==> src/rtl/cai_pkg.sv <==
package cai_pkg;

	// Default sizes of the run counters and reference positions
	localparam int COUNT_BITS_DEF = 32;
	localparam int REF_BITS_DEF   = 41;

	// Fixed field widths
	localparam int BYTE_BITS = 8;
	localparam int CFG_BITS  = 16;

	// Threshold after reset
	localparam logic [CFG_BITS-1:0] MIN_MATCH_RST = 16'd20;

	// Decimal digit range
	localparam logic [BYTE_BITS-1:0] CH_0 = 8'h30;
	localparam logic [BYTE_BITS-1:0] CH_9 = 8'h39;

	// Operation letters: match class
	localparam logic [BYTE_BITS-1:0] OP_M  = 8'h4D;
	localparam logic [BYTE_BITS-1:0] OP_EQ = 8'h3D;
	localparam logic [BYTE_BITS-1:0] OP_X  = 8'h58;
	// Query-only class
	localparam logic [BYTE_BITS-1:0] OP_I  = 8'h49;
	localparam logic [BYTE_BITS-1:0] OP_S  = 8'h53;
	localparam logic [BYTE_BITS-1:0] OP_H  = 8'h48;
	// Reference-only class
	localparam logic [BYTE_BITS-1:0] OP_D  = 8'h44;
	localparam logic [BYTE_BITS-1:0] OP_N  = 8'h4E;
	localparam logic [BYTE_BITS-1:0] OP_P  = 8'h50;

endpackage

==> src/rtl/cigar_anchored_interval.sv <==
// Streaming CIGAR span finder.
// Input channel (in_valid/in_ready): one CIGAR character per transfer in
// text_byte, with ref_start sampled on the first character of each string
// and last marking its final character. Digits build a run length, a letter
// closes the run. The first match run at least min_match_len long is the
// anchor; later runs commit only when a long match follows them.
// Output channel (out_valid/out_ready): one transfer per string, after the
// character with last set, giving the query and reference span.
// Config channel (cfg_valid/cfg_ready): writes min_match_len; always ready;
// the user must write it only while no string is in flight, which the block
// does not enforce. Throughput: one character per cycle while no last
// character waits on a held result. The last character sits in the input
// register and loads the result register through the saturating-add update
// between them; that load also raises out_valid.
// A stalled receiver holds the result; ordinary characters still flow, and
// only a further last character waits until the held result is taken.
// Reset (arst_n low) empties both registers, clears all per-string state
// and sets min_match_len to 20.
module cigar_anchored_interval #(
	parameter int COUNT_BITS = cai_pkg::COUNT_BITS_DEF,
	parameter int REF_BITS   = cai_pkg::REF_BITS_DEF
) (
	input  logic                              clk,
	input  logic                              arst_n,
	input  logic                              cfg_valid,
	output logic                              cfg_ready,
	input  logic [cai_pkg::CFG_BITS-1:0]      cfg_data,
	input  logic                              in_valid,
	output logic                              in_ready,
	input  logic [cai_pkg::BYTE_BITS-1:0]     text_byte,
	input  logic [REF_BITS-2:0]               ref_start,
	input  logic                              last,
	output logic                              out_valid,
	input  logic                              out_ready,
	output logic [COUNT_BITS-1:0]             query_first,
	output logic signed [COUNT_BITS:0]        query_final,
	output logic signed [REF_BITS-1:0]        ref_first,
	output logic signed [REF_BITS-1:0]        ref_final,
	output logic                              anchor_found
);
	import cai_pkg::*;

	localparam int ADD_BITS = (REF_BITS > COUNT_BITS) ? REF_BITS : COUNT_BITS;
	localparam int SUM_BITS = ADD_BITS + 2;
	localparam logic [COUNT_BITS-1:0] CNT_MAX = '1;
	localparam logic signed [REF_BITS-1:0] REF_MAX = {1'b0, {(REF_BITS-1){1'b1}}};

	typedef enum logic [1:0] {PH_SEEK, PH_EXTEND} phase_t;

	// Saturating count add
	function automatic logic [COUNT_BITS-1:0] qadd(input logic [COUNT_BITS-1:0] a,
			input logic [COUNT_BITS-1:0] b);
		logic [COUNT_BITS:0] s;
		s = {1'b0, a} + {1'b0, b};
		return (s >= {1'b0, CNT_MAX}) ? CNT_MAX : s[COUNT_BITS-1:0];
	endfunction

	// Saturating reference add, a in [-1, REF_MAX], b non-negative
	function automatic logic signed [REF_BITS-1:0] radd(input logic signed [REF_BITS-1:0] a,
			input logic [ADD_BITS-1:0] b);
		logic signed [SUM_BITS-1:0] s;
		s = SUM_BITS'(a) + $signed(SUM_BITS'(b));
		return (s >= SUM_BITS'(REF_MAX)) ? REF_MAX : $signed(s[REF_BITS-1:0]);
	endfunction

	// Input register
	logic                     v_s1;
	logic [BYTE_BITS-1:0]     text_s1;
	logic [REF_BITS-2:0]      start_s1;
	logic                     last_s1;

	// Per-string state
	phase_t                   phase_q;
	logic                     stop_q;
	logic [COUNT_BITS-1:0]    run_q;
	logic                     digits_q;
	logic                     open_q;
	logic [COUNT_BITS-1:0]    qpos_q;
	logic signed [REF_BITS-1:0] rpos_q;
	logic [COUNT_BITS-1:0]    pq_q;
	logic signed [REF_BITS-1:0] pr_q;
	logic [COUNT_BITS-1:0]    aq_q;
	logic signed [REF_BITS-1:0] ar_q;
	logic [CFG_BITS-1:0]      min_q;

	// Result register
	logic                     out_v_q;
	logic                     found_q;
	logic [COUNT_BITS-1:0]    qfirst_q;
	logic [COUNT_BITS-1:0]    qend_q;
	logic signed [REF_BITS-1:0] rfirst_q;
	logic signed [REF_BITS-1:0] rend_q;

	// Next-state values
	phase_t                   n_phase;
	logic                     n_stop;
	logic [COUNT_BITS-1:0]    n_run;
	logic                     n_digits;
	logic [COUNT_BITS-1:0]    n_qpos;
	logic signed [REF_BITS-1:0] n_rpos;
	logic [COUNT_BITS-1:0]    n_pq;
	logic signed [REF_BITS-1:0] n_pr;
	logic [COUNT_BITS-1:0]    n_aq;
	logic signed [REF_BITS-1:0] n_ar;

	logic                     adv;
	logic signed [REF_BITS-1:0] cur_rpos;
	logic                     is_digit;
	logic                     is_match;
	logic                     is_qry;
	logic                     is_ref;
	logic                     is_long;
	logic [3:0]               digit;
	logic [COUNT_BITS+3:0]    run_mul;
	logic [COUNT_BITS-1:0]    pq_len;
	logic signed [REF_BITS-1:0] pr_len;

	// Handshakes: s1 drains unless it holds a last character and the result is stuck
	assign adv       = v_s1 && (!last_s1 || !out_v_q || out_ready);
	assign in_ready  = !v_s1 || adv;
	assign cfg_ready = 1'b1;

	// Character decode
	always_comb begin
		is_digit = (text_s1 >= CH_0) && (text_s1 <= CH_9);
		is_match = (text_s1 == OP_M) || (text_s1 == OP_EQ) || (text_s1 == OP_X);
		is_qry   = (text_s1 == OP_I) || (text_s1 == OP_S) || (text_s1 == OP_H);
		is_ref   = (text_s1 == OP_D) || (text_s1 == OP_N) || (text_s1 == OP_P);
		digit    = 4'(text_s1 - CH_0);
		run_mul  = ({4'b0, run_q} << 3) + ({4'b0, run_q} << 1) + (COUNT_BITS+4)'(digit);
		is_long  = run_q >= COUNT_BITS'(min_q);
	end

	// One character of parsing
	always_comb begin
		cur_rpos = open_q ? rpos_q : $signed({1'b0, start_s1} - 1'b1);
		pq_len   = qadd(pq_q, run_q);
		pr_len   = radd(pr_q, ADD_BITS'(run_q));
		n_phase  = phase_q;
		n_stop   = stop_q;
		n_run    = run_q;
		n_digits = digits_q;
		n_qpos   = qpos_q;
		n_rpos   = cur_rpos;
		n_pq     = pq_q;
		n_pr     = pr_q;
		n_aq     = aq_q;
		n_ar     = ar_q;
		if (!stop_q) begin
			if (is_digit) begin
				n_run    = (run_mul > (COUNT_BITS+4)'(CNT_MAX)) ? CNT_MAX
					: run_mul[COUNT_BITS-1:0];
				n_digits = 1'b1;
			end else if (!digits_q) begin
				n_stop = 1'b1;
			end else begin
				n_run    = '0;
				n_digits = 1'b0;
				if (phase_q == PH_SEEK) begin
					if (is_match) begin
						if (is_long) begin
							n_aq    = qpos_q;
							n_ar    = cur_rpos;
							n_phase = PH_EXTEND;
						end
						n_qpos = qadd(qpos_q, run_q);
						n_rpos = radd(cur_rpos, ADD_BITS'(run_q));
					end else if (is_qry) begin
						n_qpos = qadd(qpos_q, run_q);
					end else if (is_ref) begin
						n_rpos = radd(cur_rpos, ADD_BITS'(run_q));
					end
				end else begin
					// Held runs commit only when a long match closes them
					if (is_match) begin
						n_pq = pq_len;
						n_pr = pr_len;
						if (is_long) begin
							n_qpos = qadd(qpos_q, pq_len);
							n_rpos = radd(cur_rpos, ADD_BITS'($unsigned(pr_len)));
							n_pq   = '0;
							n_pr   = '0;
						end
					end else if (is_qry) begin
						n_pq = pq_len;
					end else if (is_ref) begin
						n_pr = pr_len;
					end
				end
			end
		end
	end

	// Input register control and per-string state; cleared at end of string
	always_ff @(posedge clk or negedge arst_n) begin
		if (!arst_n) begin
			v_s1     <= 1'b0;
			phase_q  <= PH_SEEK;
			stop_q   <= 1'b0;
			run_q    <= '0;
			digits_q <= 1'b0;
			open_q   <= 1'b0;
			qpos_q   <= '0;
			rpos_q   <= '0;
			pq_q     <= '0;
			pr_q     <= '0;
			aq_q     <= '0;
			ar_q     <= '0;
			min_q    <= MIN_MATCH_RST;
			out_v_q  <= 1'b0;
		end else begin
			if (in_ready) begin
				v_s1 <= in_valid;
			end
			if (cfg_valid && cfg_ready) begin
				min_q <= cfg_data;
			end
			if (adv && last_s1) begin
				phase_q  <= PH_SEEK;
				stop_q   <= 1'b0;
				run_q    <= '0;
				digits_q <= 1'b0;
				open_q   <= 1'b0;
				qpos_q   <= '0;
				rpos_q   <= '0;
				pq_q     <= '0;
				pr_q     <= '0;
				aq_q     <= '0;
				ar_q     <= '0;
			end else if (adv) begin
				phase_q  <= n_phase;
				stop_q   <= n_stop;
				run_q    <= n_run;
				digits_q <= n_digits;
				open_q   <= 1'b1;
				qpos_q   <= n_qpos;
				rpos_q   <= n_rpos;
				pq_q     <= n_pq;
				pr_q     <= n_pr;
				aq_q     <= n_aq;
				ar_q     <= n_ar;
			end
			if (adv && last_s1) begin
				out_v_q <= 1'b1;
			end else if (out_ready) begin
				out_v_q <= 1'b0;
			end
		end
	end

	// Payload registers
	always_ff @(posedge clk) begin
		if (in_ready) begin
			text_s1  <= text_byte;
			start_s1 <= ref_start;
			last_s1  <= last;
		end
		if (adv && last_s1) begin
			found_q  <= (n_phase == PH_EXTEND);
			qfirst_q <= (n_phase == PH_EXTEND) ? n_aq : n_qpos;
			qend_q   <= n_qpos;
			rfirst_q <= (n_phase == PH_EXTEND) ? n_ar : n_rpos;
			rend_q   <= n_rpos;
		end
	end

	// Result fields; the end positions step back one when an anchor exists
	assign out_valid    = out_v_q;
	assign anchor_found = found_q;
	assign query_first  = qfirst_q;
	assign query_final  = $signed({1'b0, qend_q} - (COUNT_BITS+1)'(found_q));
	assign ref_first    = rfirst_q;
	assign ref_final    = $signed(rend_q - REF_BITS'(found_q));

	// Without an anchor the span collapses to one point
	a_no_anchor_point: assert property (@(posedge clk) disable iff (!arst_n)
		out_valid && !anchor_found |->
			query_final == $signed({1'b0, query_first}) && ref_final == ref_first)
		else $error("empty span not collapsed");

	// A result appears only after a last character left the input register
	a_result_from_last: assert property (@(posedge clk) disable iff (!arst_n)
		$rose(out_v_q) |-> $past(v_s1 && last_s1))
		else $error("result without last character");

	// Nothing is held pending before an anchor exists
	a_seek_no_pending: assert property (@(posedge clk) disable iff (!arst_n)
		phase_q == PH_SEEK |-> pq_q == '0 && pr_q == '0)
		else $error("pending runs while seeking");

	// Committed query position never falls behind the anchor
	a_anchor_order: assert property (@(posedge clk) disable iff (!arst_n)
		phase_q == PH_EXTEND |-> aq_q <= qpos_q)
		else $error("anchor beyond query position");

endmodule
==> config.mk <==
export PLATFORM = sky130hd
export DESIGN_NAME = cigar_anchored_interval
export DESIGN_NICKNAME = d
export VERILOG_FILES = /design/src/rtl/cai_pkg.sv /design/src/rtl/cigar_anchored_interval.sv
export SDC_FILE = /design/constraint.sdc
export NUM_CORES = 2
export LEC_CHECK = 0
export BUFFER_PORTS_ARGS = -buffer_cell sky130_fd_sc_hd__buf_2
export CAP_MARGIN = 10
export CORE_ASPECT_RATIO = 1.2
export CORE_MARGIN = 2
export CORE_UTILIZATION = 63
export DETAILED_ROUTE_END_ITERATION = 16
export PLACE_DENSITY = 0.82
export SYNTH_ARGS = -nofsm -noshare
export SYNTH_HDL_FRONTEND = slang
export SYNTH_SLANG_ARGS = --single-unit
export TNS_END_PERCENT = 30
==> constraint.sdc <==
create_clock -name clk -period 9.8 [get_ports clk]
set_clock_uncertainty 0.15 [all_clocks]
set_input_delay 0.49 -clock clk [delete_from_list [all_inputs] [get_ports clk]]
set_output_delay 0.49 -clock clk [all_outputs]
set_load 0.05 [all_outputs]
==> run summary <==
First-pass GRT wire length: 204000 um
Clk pwr share: 0.327
Syn_area_per_cell: 8.637 um^2
Post-Synth XOR/XNOR Area: 0.06851
Post-synthesis net count: 4745
Post-synthesis mux area share: 0.004133
WS Path Type: reg2reg
Grt met1 use: 0.5735
Port Buffers: 219
Hold Crit Class: in2reg
H-Tree Depth: 2
Final #Nets: 4968
Worst EP required: 10130 ps
Syn-to-layout area delta: 11.60%
Synth Area in Simple Gates: 0.1832
Reg2reg path depth: 29
Leak: 19.35 nW
CTS tree: yes
Row count: 98
Max Cap Violations: 0
Psw: 2.129 mW
Max-slew headroom: 0.1704
Reg2reg setup slack: 840 ps
Hold Path Sink: min_q[2]$_DFFE_PN1P_
Final routed DRC violation total: 0
Pre-Repair DR Iteration Count: 6
Global Route Usage Sum: 0.4226
TritonCTS buffer count: 49
Final worst path period share: 0.9140
Status: finished, final reports clean
Clk root buf: clkbuf_16
Worst r2r dst: ref_first[3]$_DFFE_PP_
Die W: 227.7 um
Vias/cell: 6.805
CTS Buffer Depth: 3
Post-synthesis sequential area ratio: 0.3368
Mapped Cells: 4381
Critical path launch point type: register
Ant diodes: 0
Mapped cell area: 37840 um^2
Post-synth cell types: 111
Synth Register Bits: 470
Worst hold stages: 3
Share of synthesized registers carrying an async set or reset: 0.5830
Clk sinks: 470
DP Area: 39870 um^2
Setup tns final: 0 ps
Vias in the first global route: 34616
Post-CTS sizing: 0
Fraction of layout cells with a size suffix above 1: 0.1159
Internal: 3.880 mW
FMAX: 111.6 MHz
CP arrival: 9290 ps
Synth Area in Adders: 0.09880
Global route overflow: 0
Crit-path max FO: 14
Final instance area: 42230 um^2
Slew Viols, Final: 0
Crit path time final: 8957 ps
Vias: 37042
Placer Congestion: 1.042
Met2 GRT Util: 0.6346
Primary FF master, synth: dfrtp_1
Combinational power share: 0.275
Initial drt markers: 4598
Compound-Gate Fraction of Synth Area: 0.2720
Wire per inst: 24.65 um
Largest net degree at the start of global routing: 107
DRT Wirelength: 134200 um
CP Capture Type: register
Busiest grt layer: met2
Worst-path clk slew: 70 ps
Final setup violation count: 0
DP Wirelength: 98830 um
Peak VDD IR: 118.9 uV
Die footprint: 62050 um^2
RR Startpoint: run_q[0]$_DFFE_PN0P_
Initial antenna violation count: 1
Latest clock arrival within the worst-skew pair: 630 ps
Pwr Density: 142.3 nW/um^2
Fin. Hold Viols: 0
Switching portion of total power: 0.3543
Setup Buffers After CTS: 0
YS warnings: 0
Largest family of logic cells by synthesized area: compound AO/OA/AOI/OAI gates
Max stage delay on crit path: 710 ps
Antenna viol nets, final: 0
CORE AREA: 59470 um^2
Worst-Margin Slew: 1236 ps
Sequential share of power: 0.398
Slowest CP cell: a2111oi_1
RSZ-0062 raised after global routing: no
Post-synth EDFFs: 196
Met3 track demand over resource: 0.08616
Hold Path Origin: cfg_valid
Num ports: 221
Starting Density: 0.6363
Die Y: 272.5 um
## placed cells by master, fill, tap and decap left out, types with 33 or more instances in the layout
| master | synthesis | final |
|---|---|---|
| xor2_1 | 121 | 121 |
| or2_2 | 44 | 43 |
| and3_1 | 34 | 34 |
| a31oi_1 | 33 | 33 |
| nor3_1 | 81 | 81 |
| nand2_1 | 490 | 488 |
| a21oi_1 | 378 | 378 |
| nand4_1 | 51 | 51 |
| ha_1 | 286 | 286 |
| a21boi_0 | 40 | 40 |
| nand3_1 | 89 | 89 |
| a211oi_1 | 67 | 67 |
| buf_2 | 12 | 218 |
| nand2b_1 | 59 | 58 |
| a22o_1 | 100 | 100 |
| clkbuf_16 | 0 | 50 |
| xnor2_1 | 175 | 175 |
| and2_1 | 77 | 77 |
| inv_1 | 150 | 149 |
| edfxtp_1 | 196 | 196 |
| o21bai_1 | 41 | 41 |
| dfrtp_1 | 272 | 271 |
| or3_1 | 43 | 43 |
| a21o_1 | 131 | 131 |
| dlygate4sd3_1 | 0 | 68 |
| o21ai_0 | 326 | 326 |
| o21a_1 | 62 | 62 |
| buf_4 | 1 | 89 |
| nor2_1 | 279 | 271 |
| nor4_1 | 39 | 39 |
| o221ai_1 | 56 | 56 |
| o21ai_1 | 42 | 41 |
## metrics by stage
step	instances	hold slack [ps]	worst slack, ps	utilization	total power, mW
3_5_place_dp	5285	313.1	1030	0.6704	3.984
6_report	5443	158.4	842.9	0.7101	6.010
4_1_cts	5443	143.7	1007	0.7101	5.943
5_1_grt	5443	221.8	329.4	0.7101	6.204
2_1_floorplan	4381	44.41	2415	-	3.469
3_3_place_gp	5285	303.5	1224	0.6704	3.960
## kinds of logic after synthesis
family,Yosys count
AOI/OAI and AO/OA,1546
DFF,470
other,1
buffers and inverters,356
muxes,14
adders and majority gates,294
xor gates and xnor gates,296
and+or+nand+nor,1404
## per-layer routing
layer | share of wire | vias up | wire, um
li1 | - | 16722 | -
met1 | 0.39 | 17599 | 52780
met2 | 0.43 | 2313 | 57260
met3 | 0.12 | 406 | 15680
met4 | 0.063 | 2 | 8450
met5 | 0.000097 | - | 13
## flip-flops by register name, summed over array words and instances (netlist names), 40 cells and up
| signal | cells |
|---|---|
| rend_q | 41 |
| ref_first | 41 |
| rpos_q | 41 |
| pr_q | 41 |
| start_s1 | 40 |
| ar_q | 41 |
## how the worst max path moves through the flow
| stage | endpoint | startpoint |
|---|---|---|
| after CTS | ref_first[3]$_DFFE_PP_ | run_q[0]$_DFFE_PN0P_ |
| after global placement | ref_first[3]$_DFFE_PP_ | run_q[0]$_DFFE_PN0P_ |
| final | ref_first[3]$_DFFE_PP_ | run_q[0]$_DFFE_PN0P_ |
| after floorplan | ref_first[3]$_DFFE_PP_ | run_q[0]$_DFFE_PN0P_ |
| after detailed placement | ref_first[3]$_DFFE_PP_ | run_q[0]$_DFFE_PN0P_ |
| after global routing | ref_first[39]$_DFFE_PP_ | run_q[0]$_DFFE_PN0P_ |
## Yosys cell counts (all sizes together), types with 74 or more instances
| library cell | count | area, um^2 |
|---|---|---|
| a211oi | 74 | 590.6 |
| a21o | 131 | 983.4 |
| a21oi | 384 | 1944 |
| a22o | 100 | 875.8 |
| and2 | 77 | 481.7 |
| clkbuf | 176 | 660.6 |
| dfrtp | 272 | 6807 |
| edfxtp | 196 | 5886 |
| ha | 286 | 3578 |
| inv | 151 | 566.8 |
| nand2 | 491 | 1846 |
| nand3 | 89 | 445.4 |
| nor2 | 282 | 1071 |
| nor3 | 87 | 465.5 |
| o21ai | 376 | 1912 |
| xnor2 | 175 | 1533 |
| xor2 | 121 | 1060 |
## power by group through the flow
| stage | registers [mW] | logic (mW) | clock network (mW) |
|---|---|---|---|
| 3_3_place_gp | 2.41 | 1.55 | 0 |
| 2_1_floorplan | 2.46 | 1.01 | 0 |
| 3_5_place_dp | 2.42 | 1.57 | 0 |
| 6_report | 2.39 | 1.66 | 1.97 |
| 5_1_grt | 2.40 | 1.76 | 2.04 |
| 4_1_cts | 2.38 | 1.60 | 1.96 |
## worst max-delay path: cells and delay by family, from the launching register on
family | cells | cell delay (ps)
xor+xnor | 1 | 200
flops | 1 | 380
compound gates | 14 | 3780
fa+ha+maj | 4 | 1260
simple gates | 9 | 2950
buf+inv | 1 | 60
## area by class of cell
cell class | instances | area (um^2)
clock buffer | 64 | 1374
tap | 800 | 1001
sequential | 470 | 12750
timing repair buffer | 376 | 2455
multi-input combinational | 3555 | 23770
clock inverter | 26 | 305.3
inverter | 152 | 575.6
fill | 4583 | 17240
## repair_timing
action / 4_1_cts / 5_1_grt
hold endpoints to repair: 169 / 0
hold buffers: 68 / 0
endpoints found under the setup margin: 0 / 0
(Power assumes the default switching activity.)
